File: src/rtl/core/mcd_pkg.sv
// ----------------------------------------------------------------------------
// mcd_pkg
// Shared types and constants of the mean cosine distance core.
// ----------------------------------------------------------------------------
`default_nettype none

package mcd_pkg;

  // Component width of one ray coordinate, signed Q3.12.
  localparam int unsigned CompW = 16;
  // Default limit of pairs in one set.
  localparam int unsigned MaxPairsDef = 4096;
  // One in Q1.14.
  localparam logic [15:0] OneQ14 = 16'd16384;
  // Width of the shared divider's dividend register.
  localparam int unsigned DivNumW = 48;
  // Steps of the square root and of the per-pair quotient.
  localparam int unsigned RootSteps = 32;
  localparam int unsigned QuotSteps = 16;

  typedef struct packed {
    logic signed [CompW-1:0] first_x;
    logic signed [CompW-1:0] first_y;
    logic signed [CompW-1:0] first_z;
    logic signed [CompW-1:0] second_x;
    logic signed [CompW-1:0] second_y;
    logic signed [CompW-1:0] second_z;
    logic                    pair_present;
    logic                    end_of_set;
  } in_beat_t;

  typedef struct packed {
    logic [15:0] mean_distance;
    logic [12:0] pair_count;
    logic        degenerate;
  } out_beat_t;

  typedef enum logic [3:0] {
    StIdle,
    StProd,
    StNorm,
    StRoot,
    StQInit,
    StQStep,
    StAccum,
    StMInit,
    StMStep,
    StDone
  } state_e;

  // Commands from the controller to the datapath.
  typedef struct packed {
    logic       load;
    logic       prod;
    logic [1:0] idx;
    logic       norm;
    logic       root;
    logic       qinit;
    logic       step;
    logic       accum;
    logic       minit;
    logic       done;
  } cmd_t;

  // Status from the datapath to the controller.
  typedef struct packed {
    logic pair_ok;
    logic last;
    logic zero_norm;
    logic cnt_zero;
    logic out_busy;
  } sts_t;

endpackage

`default_nettype wire

File: src/rtl/core/mcd_ctrl.sv
// ----------------------------------------------------------------------------
// mcd_ctrl
// Sequencer of the mean cosine distance core: steps the datapath through
// products, square root, quotient, accumulation and the final mean.
// ----------------------------------------------------------------------------
`default_nettype none

module mcd_ctrl #(
  parameter int unsigned MeanSteps = 28
) (
  input  wire               clk_i,
  input  wire               rst_ni,
  input  wire               in_valid_i,
  output logic              in_stall_o,
  input  mcd_pkg::sts_t     sts_i,
  output mcd_pkg::cmd_t     cmd_o
);

  mcd_pkg::state_e state_q, state_d;
  logic [5:0]      cnt_q, cnt_d;

  // State and step counter registers.
  always_ff @(posedge clk_i or negedge rst_ni) begin
    if (!rst_ni) begin
      state_q <= mcd_pkg::StIdle;
      cnt_q   <= '0;
    end else begin
      state_q <= state_d;
      cnt_q   <= cnt_d;
    end
  end

  // Next state and commands.
  always_comb begin
    state_d    = state_q;
    cnt_d      = cnt_q;
    cmd_o      = '0;
    cmd_o.idx  = cnt_q[1:0];
    in_stall_o = 1'b1;
    unique case (state_q)
      mcd_pkg::StIdle: begin
        in_stall_o = 1'b0;
        cnt_d      = '0;
        if (in_valid_i) begin
          cmd_o.load = 1'b1;
        end
      end
      mcd_pkg::StProd: begin
        cmd_o.prod = 1'b1;
        cnt_d      = cnt_q + 6'd1;
        if (cnt_q == 6'd2) begin
          state_d = mcd_pkg::StNorm;
        end
      end
      mcd_pkg::StNorm: begin
        cmd_o.norm = 1'b1;
        cnt_d      = '0;
        state_d    = sts_i.zero_norm ? mcd_pkg::StAccum : mcd_pkg::StRoot;
      end
      mcd_pkg::StRoot: begin
        cmd_o.root = 1'b1;
        cnt_d      = cnt_q + 6'd1;
        if (cnt_q == 6'(mcd_pkg::RootSteps - 1)) begin
          state_d = mcd_pkg::StQInit;
        end
      end
      mcd_pkg::StQInit: begin
        cmd_o.qinit = 1'b1;
        cnt_d       = '0;
        state_d     = mcd_pkg::StQStep;
      end
      mcd_pkg::StQStep: begin
        cmd_o.step = 1'b1;
        cnt_d      = cnt_q + 6'd1;
        if (cnt_q == 6'(mcd_pkg::QuotSteps - 1)) begin
          state_d = mcd_pkg::StAccum;
        end
      end
      mcd_pkg::StAccum: begin
        cmd_o.accum = 1'b1;
        state_d     = sts_i.last ? mcd_pkg::StMInit : mcd_pkg::StIdle;
      end
      mcd_pkg::StMInit: begin
        cmd_o.minit = 1'b1;
        cnt_d       = '0;
        state_d     = sts_i.cnt_zero ? mcd_pkg::StDone : mcd_pkg::StMStep;
      end
      mcd_pkg::StMStep: begin
        cmd_o.step = 1'b1;
        cnt_d      = cnt_q + 6'd1;
        if (cnt_q == 6'(MeanSteps - 1)) begin
          state_d = mcd_pkg::StDone;
        end
      end
      mcd_pkg::StDone: begin
        if (!sts_i.out_busy) begin
          cmd_o.done = 1'b1;
          state_d    = mcd_pkg::StIdle;
        end
      end
      default: state_d = mcd_pkg::StIdle;
    endcase

    // Routing of an accepted beat.
    if (cmd_o.load) begin
      if (sts_i.pair_ok) begin
        state_d = mcd_pkg::StProd;
      end else if (sts_i.last) begin
        state_d = mcd_pkg::StMInit;
      end
    end
  end

endmodule

`default_nettype wire

File: config.mk
export PLATFORM = sky130hd
export DESIGN_NAME = mcd_ctrl
export DESIGN_NICKNAME = d
export VERILOG_FILES = /design/src/rtl/core/mcd_pkg.sv /design/src/rtl/core/mcd_ctrl.sv
export SDC_FILE = /design/constraint.sdc
export NUM_CORES = 1
export LEC_CHECK = 0
export ABC_CLOCK_PERIOD_IN_PS = 4150
export BUFFER_PORTS_ARGS = -buffer_cell sky130_fd_sc_hd__buf_2
export CORE_AREA = 10 10 55 57
export CTS_CLUSTER_DIAMETER = 30
export DETAILED_ROUTE_END_ITERATION = 8
export DIE_AREA = 0 0 65 67
export PLACE_DENSITY = 0.79
export SYNTH_ARGS = -nofsm -noshare
export SYNTH_HDL_FRONTEND = slang
export SYNTH_SLANG_ARGS = --single-unit
File: constraint.sdc
create_clock -name clk_i -period 4.15 [get_ports clk_i]
set_input_delay 0.2075 -clock clk_i [delete_from_list [all_inputs] [get_ports clk_i]]
set_output_delay 0.2075 -clock clk_i [all_outputs]
set_load 0.05 [all_outputs]
**Yosys cells after proc, flatten, opt, wreduce, memory -nomap -nowiden**

Cells that the tools add are included.

- Flip-flop bits (word level): 10
- Input port bits: 8
- Output and inout port bits: 12
- Logic and storage cells: 46

- Add/sub/neg operators: 1
- Eq/ne operators: 13
- Mux-type cells: 25
- Reduce and logical (&&, ||, !) cells: 5

Operator list:

| operator | count |
|---|---|
| $pmux W4 S10 | 1 |
| $mux W4 | 8 |
| $eq A4 B3 Y1 const B | 4 |
| $mux W1 | 13 |
| $eq A6 B5 Y1 const B | 2 |
| $pmux W6 S2 | 1 |
| $eq A4 B2 Y1 const B | 2 |
| $eq A4 B4 Y1 const B | 2 |
| $reduce_or A4 Y1 | 2 |
| $add A6 B1 Y6 const B | 1 |
| $eq A6 B2 Y1 const B | 1 |
| $eq A6 B4 Y1 const B | 1 |
| $mux W3 | 2 |
| $eq A4 B1 Y1 const B | 1 |
| $logic_not A4 Y1 | 1 |
| $reduce_bool A2 Y1 | 1 |
| $reduce_or A2 Y1 | 1 |

**Longest topological paths before layout**

Gate-level depths: netlist (run 1).

- Word-level depth: 6
- Gate-level depth with buffers: 6
- Gate-level depth less buffers: 6

**Worst setup path after synthesis (run 1)**

No wires, ideal clock.

- Path type: register to register
- Start: register state_q[2]
- End: register state_q[1]
- Setup time: 0.085 ns
- Arrival: 2.157 ns
- Required time: 4.065 ns
- Slack: 1.908 ns
- Stages on the path, launching flop included: 5
- Path buffers: 1
- Clock period less this slack: 2.242 ns
- Cell sequence: dfrtp_1 > clkbuf_1 > nor3_1 > a21oi_1 > o22ai_1

- Cells in the longest elaborated chain, start to end: 5
- Elaborated cells between the ends (all ways): 15
- Classes of those cells: eq/ne: 9; mux: 5; reduce/logical: 1

RTL lines:

| what | RTL line | text |
|---|---|---|
| from (decl) | mcd_ctrl.sv:19 | `mcd_pkg::state_e state_q, state_d;` |
| from (signal assigned) | mcd_ctrl.sv:25 | `state_q <= mcd_pkg::StIdle;` |
| from (signal assigned) | mcd_ctrl.sv:28 | `state_q <= state_d;` |
| $eq A4 B4 Y1, or another cell as far along | mcd_ctrl.sv:40 | `unique case (state_q)` |
| $pmux W4 S10 | mcd_ctrl.sv:40 |  |
| $mux W4 | mcd_ctrl.sv:108 | `end else if (sts_i.last) begin` |
| $mux W4 | mcd_ctrl.sv:106 | `if (sts_i.pair_ok) begin` |
| $mux W4 * | mcd_ctrl.sv:105 | `if (cmd_o.load) begin` |
| named net state_d[1] | mcd_ctrl.sv:19 |  |

Mark *: on every way through the listed nets, which the timed path passes. The rest lies on a longest branch.
A chain may end at the register's enable or synchronous reset.

==> results.yml, run 1 <==
outcome:
  status: "finished clean"
timing:
  hold_viol: 0
  fin_tns_setup_ps: 0
  skew_ps: 3.69
  final_max_slew_viol_count: 0
  tightest_slew_ps: 735
  hold_ws_ps: 310
  rsz0062_at_grt: "false"
  fmax_mhz: 455
  finalSetupViolations: 0
  period_needed_ps: 2200
  slew_headroom_pct: 51.0
  finalCritPeriodShare_pct: 52.9
yosys:
  avgSynthCellArea_um2: 7.91
  synthDistinctLibCells: 41
  synthAdderAreaFrac_pct: 2.59
  yosys.area_share.simple_pct: 28.4
  syn-num-nets: 132
  synth_compound_area_share_pct: 30.7
  yosysSeqAreaShare_pct: 25.9
  synth-xor-area-share_pct: 0
  synth-warning-count: 0
  netlist_area_um2: 965
  synth_cells: 122
  synth_top_family_by_area: "compound AO/OA/AOI/OAI gates"
  synth-seq-cells: 10
  synthMuxAreaShare_pct: 1.17
power_and_ir_drop:
  p_total_w: 0.000906
  vdd_drop_max_v: 0.000509
  p_leak_nw: 0.492
  power.density_mw_per_mm2: 868
placement:
  dp.final_hpwl_um: 1760
  place_area_um2: 997
  portBuffers: 19
  gp_congestion: 0.809
global_route:
  grt_pass1_wl_um: 4000
  antenna_found_initial: 0
  grt_overflow: 0
  grt_start_max_net_pins: 27
  grtUsageTotal_pct: 11.2
  first_global_vias: 877
drt:
  num_vias: 999
  drcViolationCount: 0
  routedWlPerCell_um: 15.7
  final_antenna_net_count: 0
  routed_via_density: 6.20
  wirelength_um: 2530
  drt_pass1_iterations: 4
  drt-initial-drc-count: 63
setup_path:
  crit_type: "reg -> out"
  required_ps: 3940
  reg2regPathDepth: 4
  critPathLaunchType: "flip-flop"
  cp_max_fo: 22
  r2r-end: "cnt_q[5]"
  cp.arrival_ps: 1990
  r2r_start: "state_q[0]"
  crit_path_end_kind: "primary output"
  r2r_setup_slack_ps: 2260
floorplan:
  row_count: 16
  core_mm2: 0.00194
  die_area_mm2: 0.00436
  io_pins: 20
  die_w_um: 65
  die_h_um: 67
  start_util_pct: 49.7
run:
  drv_cap: 0
clock_tree:
  ctsResizeCount: 0
  worstSkewPairLatency_ps: 270
  hold_buffers: 1
  cts_tree: "yes"
  clockBufferDepth: 2
  numClockSinks: 10
  root_buffer: "clkbuf_4"
  clkTransAtPathRegs_ps: 70
  ctsHtreeMaxLevel: 1
  post-cts-setup-buffers: 0
  cts_made_buffers: 3
hold_path:
  worstHoldStart: "sts_i[0]"
  worst_hold_path.num_cells: 4
  whs_endpoint: "state_q[3]"
  min_path_type: "in -> reg"
finish:
  diodes: 0
  syn_to_final_growth_pct: 8.17
  drive_gt1_share_pct: 20.9
  final_cell_area_mm2: 0.00104
  nNetsFinal: 145
  nFillCells: 194
  post-route-util_pct: 53.7
Yosys cell counts:
master,number,area (µm²)
and3_1,2,12.5
buf_4,2,15.0
buf_2,5,25.0
nor2_1,15,56.3
a41oi_1,1,8.76
o211a_1,3,30.0
a21o_1,1,7.51
nand3b_1,3,22.5
buf_6,1,11.3
inv_1,3,11.3
nor2b_1,2,12.5
dfrtp_1,10,250
ha_1,2,25.0
o311a_1,1,10.0
a21oi_1,12,60.1
nand4_1,2,12.5
a31oi_1,5,31.3
o21ai_0,7,35.0
or3b_1,2,17.5
a221oi_1,1,8.76
o32ai_1,1,8.76
clkbuf_8,3,41.3
a211oi_1,2,15.0
mux2_2,1,11.3
nand2b_1,6,37.5
nor3_1,5,25.0
o41ai_1,2,17.5
clkbuf_1,1,3.75
and3_2,1,7.51
o21a_1,1,7.51
o2bb2ai_1,1,8.76
nand4b_1,1,8.76
o22ai_1,3,18.8
o31ai_2,1,12.5
and4_2,1,10.0
o22a_1,1,8.76
a21boi_0,1,7.51
nor4bb_1,1,10.0
nand3_1,2,10.0
or3b_2,1,8.76
nand2_1,6,22.5
flip-flops by register name, indices dropped and copies added (netlist names):
name and cells:
cnt_q 6, state_q 4
worst max path at each step:
| stage | from | depth (start not counted) | endpoint | slack (ps) |
|---|---|---|---|---|
| 2_1_floorplan | state_q[2] | 4 | state_q[1] | 1910 |
| 3_3_place_gp | state_q[0] | 4 | cmd_o[3] | 2320 |
| 3_5_place_dp | state_q[0] | 4 | cmd_o[3] | 2280 |
| 4_1_cts | state_q[0] | 4 | cmd_o[3] | 1970 |
| 5_1_grt | state_q[0] | 4 | cmd_o[3] | 1790 |
| 6_report | state_q[0] | 4 | cmd_o[3] | 1950 |
worst max-delay path, cell delays in order (launching register included):
cell and delay, ps:
dfrtp_1 730, nor2b_1 450, a21oi_1 130, nor2_1 120, buf_2 280
metrics by stage:
stage,setup WS [ps],cells
after floorplan,1910,122
after global placement,2320,156
after detailed placement,2280,156
after CTS,1970,161
after global routing,1790,161
final,1950,161
routing by layer:
layer,vias to the layer above,track usage [%],wire length [µm]
met3,5,2.84,247
li1,482,-,-
met5,-,0,0
met4,0,6.42,44
met1,458,14.4,1110
met2,54,16.5,1120
power by group:
group / switching [W] / internal [W] / leakage (nW)
Sequential: 0.000134 / 0.000131 / 0.130
Combinational: 0.000364 / 0.000185 / 0.341
Clock: 0.0000379 / 0.0000534 / 0.0210
placed cells by master, fill, tap and decap left out, types with 5 or more instances in the layout:
cell and count:
o21ai_0 7, buf_2 19, dfrtp_1 10, nand2b_1 6, nor3_1 5, a31oi_1 5, nand2_1 6, a21oi_1 12
nor2_1 15
cell type report:
type / count / area [µm²] / area share, %
Clock buffer: 4 / 36.3 / 3.48
Inverter: 3 / 11.3 / 1.08
Multi-Input combinational cell: 97 / 607 / 58.2
Sequential cell: 10 / 250 / 24.0
Tap cell: 27 / 33.8 / 3.24
Timing Repair Buffer: 20 / 105 / 10.1
cells by family after synthesis:
group,after synthesis
AOI/OAI and AO/OA,44
DFF,10
adders and majority gates,2
muxes,1
and+or+nand+nor,50
buffers and inverters,15
Note: power is estimated with default switching activity, not from simulation.
==> run 2: changes to the inputs <==
--- a/config.mk
+++ b/config.mk
@@ -5,12 +5,12 @@
 export SDC_FILE = /design/constraint.sdc
 export NUM_CORES = 1
 export LEC_CHECK = 0
-export ABC_CLOCK_PERIOD_IN_PS = 4150
+export ABC_CLOCK_PERIOD_IN_PS = 1770
 export BUFFER_PORTS_ARGS = -buffer_cell sky130_fd_sc_hd__buf_2
-export CORE_AREA = 10 10 55 57
+export CORE_AREA = 10 10 48 68
 export CTS_CLUSTER_DIAMETER = 30
 export DETAILED_ROUTE_END_ITERATION = 8
-export DIE_AREA = 0 0 65 67
+export DIE_AREA = 0 0 58 78
 export PLACE_DENSITY = 0.79
 export SYNTH_ARGS = -nofsm -noshare
 export SYNTH_HDL_FRONTEND = slang
==> constraint.sdc (replaced) <==
create_clock -name clk_i -period 1.77 [get_ports clk_i]
set_input_delay 0.0885 -clock clk_i [delete_from_list [all_inputs] [get_ports clk_i]]
set_output_delay 0.0885 -clock clk_i [all_outputs]
set_load 0.05 [all_outputs]
==> run 2 against run 1 <==
Against the previous run: sequential share of layout area shrank 2.3 points; via count grew 8.4%; power grew to 2.7 times the previous value; critical endpoint is now cmd_o[6]; critical path type unchanged; setup slack lost 1900 ps; sequential power grew 74%; non-clock buffer count grew 12; count of clock-buffer cells in the layout is the same.
==> results.yml, run 2 (synthesized netlist as in run 1, its figures left out) <==
drt:
  drt-initial-drc-count: 35
  routedWlPerCell_um: 17.1
  final_antenna_net_count: 0
  drcViolationCount: 0
  num_vias: 1083
  wirelength_um: 2890
  routed_via_density: 6.41
  drt_pass1_iterations: 4
finish:
  diodes: 0
  nNetsFinal: 157
  largestRegisters: "cnt_q x6, state_q x4"
  largest_reg_flops: 6
  final_cell_count_no_fill: 169
  layout_commonest_cell: "buf_2"
  layout_common_cells: "buf_2, nor2_1, buf_4"
  final_cell_area_mm2: 0.00117
  nFillCells: 188
  largest_register: "cnt_q"
  drive_gt1_share_pct: 34.2
  syn_to_final_growth_pct: 20.9
power_and_ir_drop:
  vdd_drop_max_v: 0.00102
  p_leak_nw: 0.561
  power.density_mw_per_mm2: 2080
setup_path:
  required_ps: 1680
  r2r_setup_slack_ps: 70
  crit_path_end_kind: "primary output"
  cp.arrival_ps: 1620
  crit_type: "reg -> out"
  cp_max_fo: 11
  critPathLaunchType: "flip-flop"
floorplan:
  die_w_um: 58
  start_util_pct: 44.8
  core_mm2: 0.00215
  die_h_um: 78
  io_pins: 20
  row_count: 21
  die_area_mm2: 0.00452
clock_tree:
  numClockSinks: 10
  cts_made_buffers: 3
  clockBufferDepth: 2
  cts_tree: "yes"
  clkTransAtPathRegs_ps: 70
  root_buffer: "clkbuf_4"
  worstSkewPairLatency_ps: 280
  ctsHtreeMaxLevel: 1
run:
  drv_cap: 0
placement:
  gp_congestion: 0.886
  place_area_mm2: 0.00107
  dp.final_hpwl_um: 2170
  place_ws_ps: 79.7
  dp.cells: 161
  portBuffers: 19
global_route:
  grt_start_max_net_pins: 18
  grt_pass1_wl_um: 4500
  first_global_vias: 988
  grtUsageTotal_pct: 12.0
  antenna_found_initial: 0
  grt_overflow: 0
timing:
  fmax_mhz: 586
  hold_viol: 0
  finalCritPeriodShare_pct: 96.4
  tightest_slew_ps: 374
  final_max_slew_viol_count: 0
  period_needed_ps: 1710
  skew_ps: 1.93
  finalSetupViolations: 0
  setup_ws_ps: 64.5
  fin_tns_setup_ps: 0
  slew_headroom_pct: 75.1
outcome:
  status: "finished clean"
hold_path:
  min_path_type: "in -> async"
-- run 2: what timing repair did --
action | 4_1_cts | 5_1_grt
setup endpoints to repair | 1 | 5
hold buffers | 1 | 0
buffers inserted | 0 | 3
gates resized for setup | 3 | 6
endpoints found under the hold margin | 10 | 0
-- run 2: final cells by class --
cell class / instances / area [µm²] / share of cell area (%)
well taps: 23 / 28.8 / 2.47
inverters: 3 / 11.3 / 0.966
repair buffers: 32 / 200 / 17.2
multi-input cells: 97 / 637 / 54.6
flip-flops and latches: 10 / 253 / 21.7
clock buffers: 4 / 36.3 / 3.11
-- run 2: power by group --
part / switching (W) / internal, W / total, W
sequential: 0.000146 / 0.000316 / 0.000462
combinational: 0.00111 / 0.000624 / 0.00174
clock: 0.0000958 / 0.000125 / 0.000221
total: 0.00136 / 0.00107 / 0.00242
-- run 2: final timing paths --
check                                start  depth (start not counted)          to
min in group clk_i                sts_i[4]                          4  state_q[1]
worst max register to register    cnt_q[0]                          6  state_q[2]
worst min register to register    cnt_q[0]                          2    cnt_q[0]
worst min-delay path                rst_ni                          2  state_q[3]
max in group asynchronous           rst_ni                          2  state_q[1]
worst max-delay path            state_q[0]                          4    cmd_o[6]
-- run 2: stage by stage --
| stage | total power (W) | util, % | hold slack, ps |
|---|---|---|---|
| 2_1_floorplan | 0.00173 | - | -207 |
| 3_3_place_gp | 0.00201 | 49.9 | -36.2 |
| 3_5_place_dp | 0.00208 | 49.9 | -31.9 |
| 4_1_cts | 0.00232 | 52.3 | 199 |
| 5_1_grt | 0.00258 | 54.1 | 218 |
| 6_report | 0.00242 | 54.1 | 197 |
-- run 2: layer usage --
metal	share of wire, %	vias to the layer above	GRT usage (%)
li1	-	506	-
met1	37	525	11.5
met4	3.8	0	8.96
met2	53	41	20.8
met3	6.1	11	3.58
met5	0	-	0
-- run 2: critical path: stages, from the launching register on --
cell      delay, ps
dfrtp_1         500
buf_4           220
nand2b_1        200
nor3_1          150
clkbuf_4        260
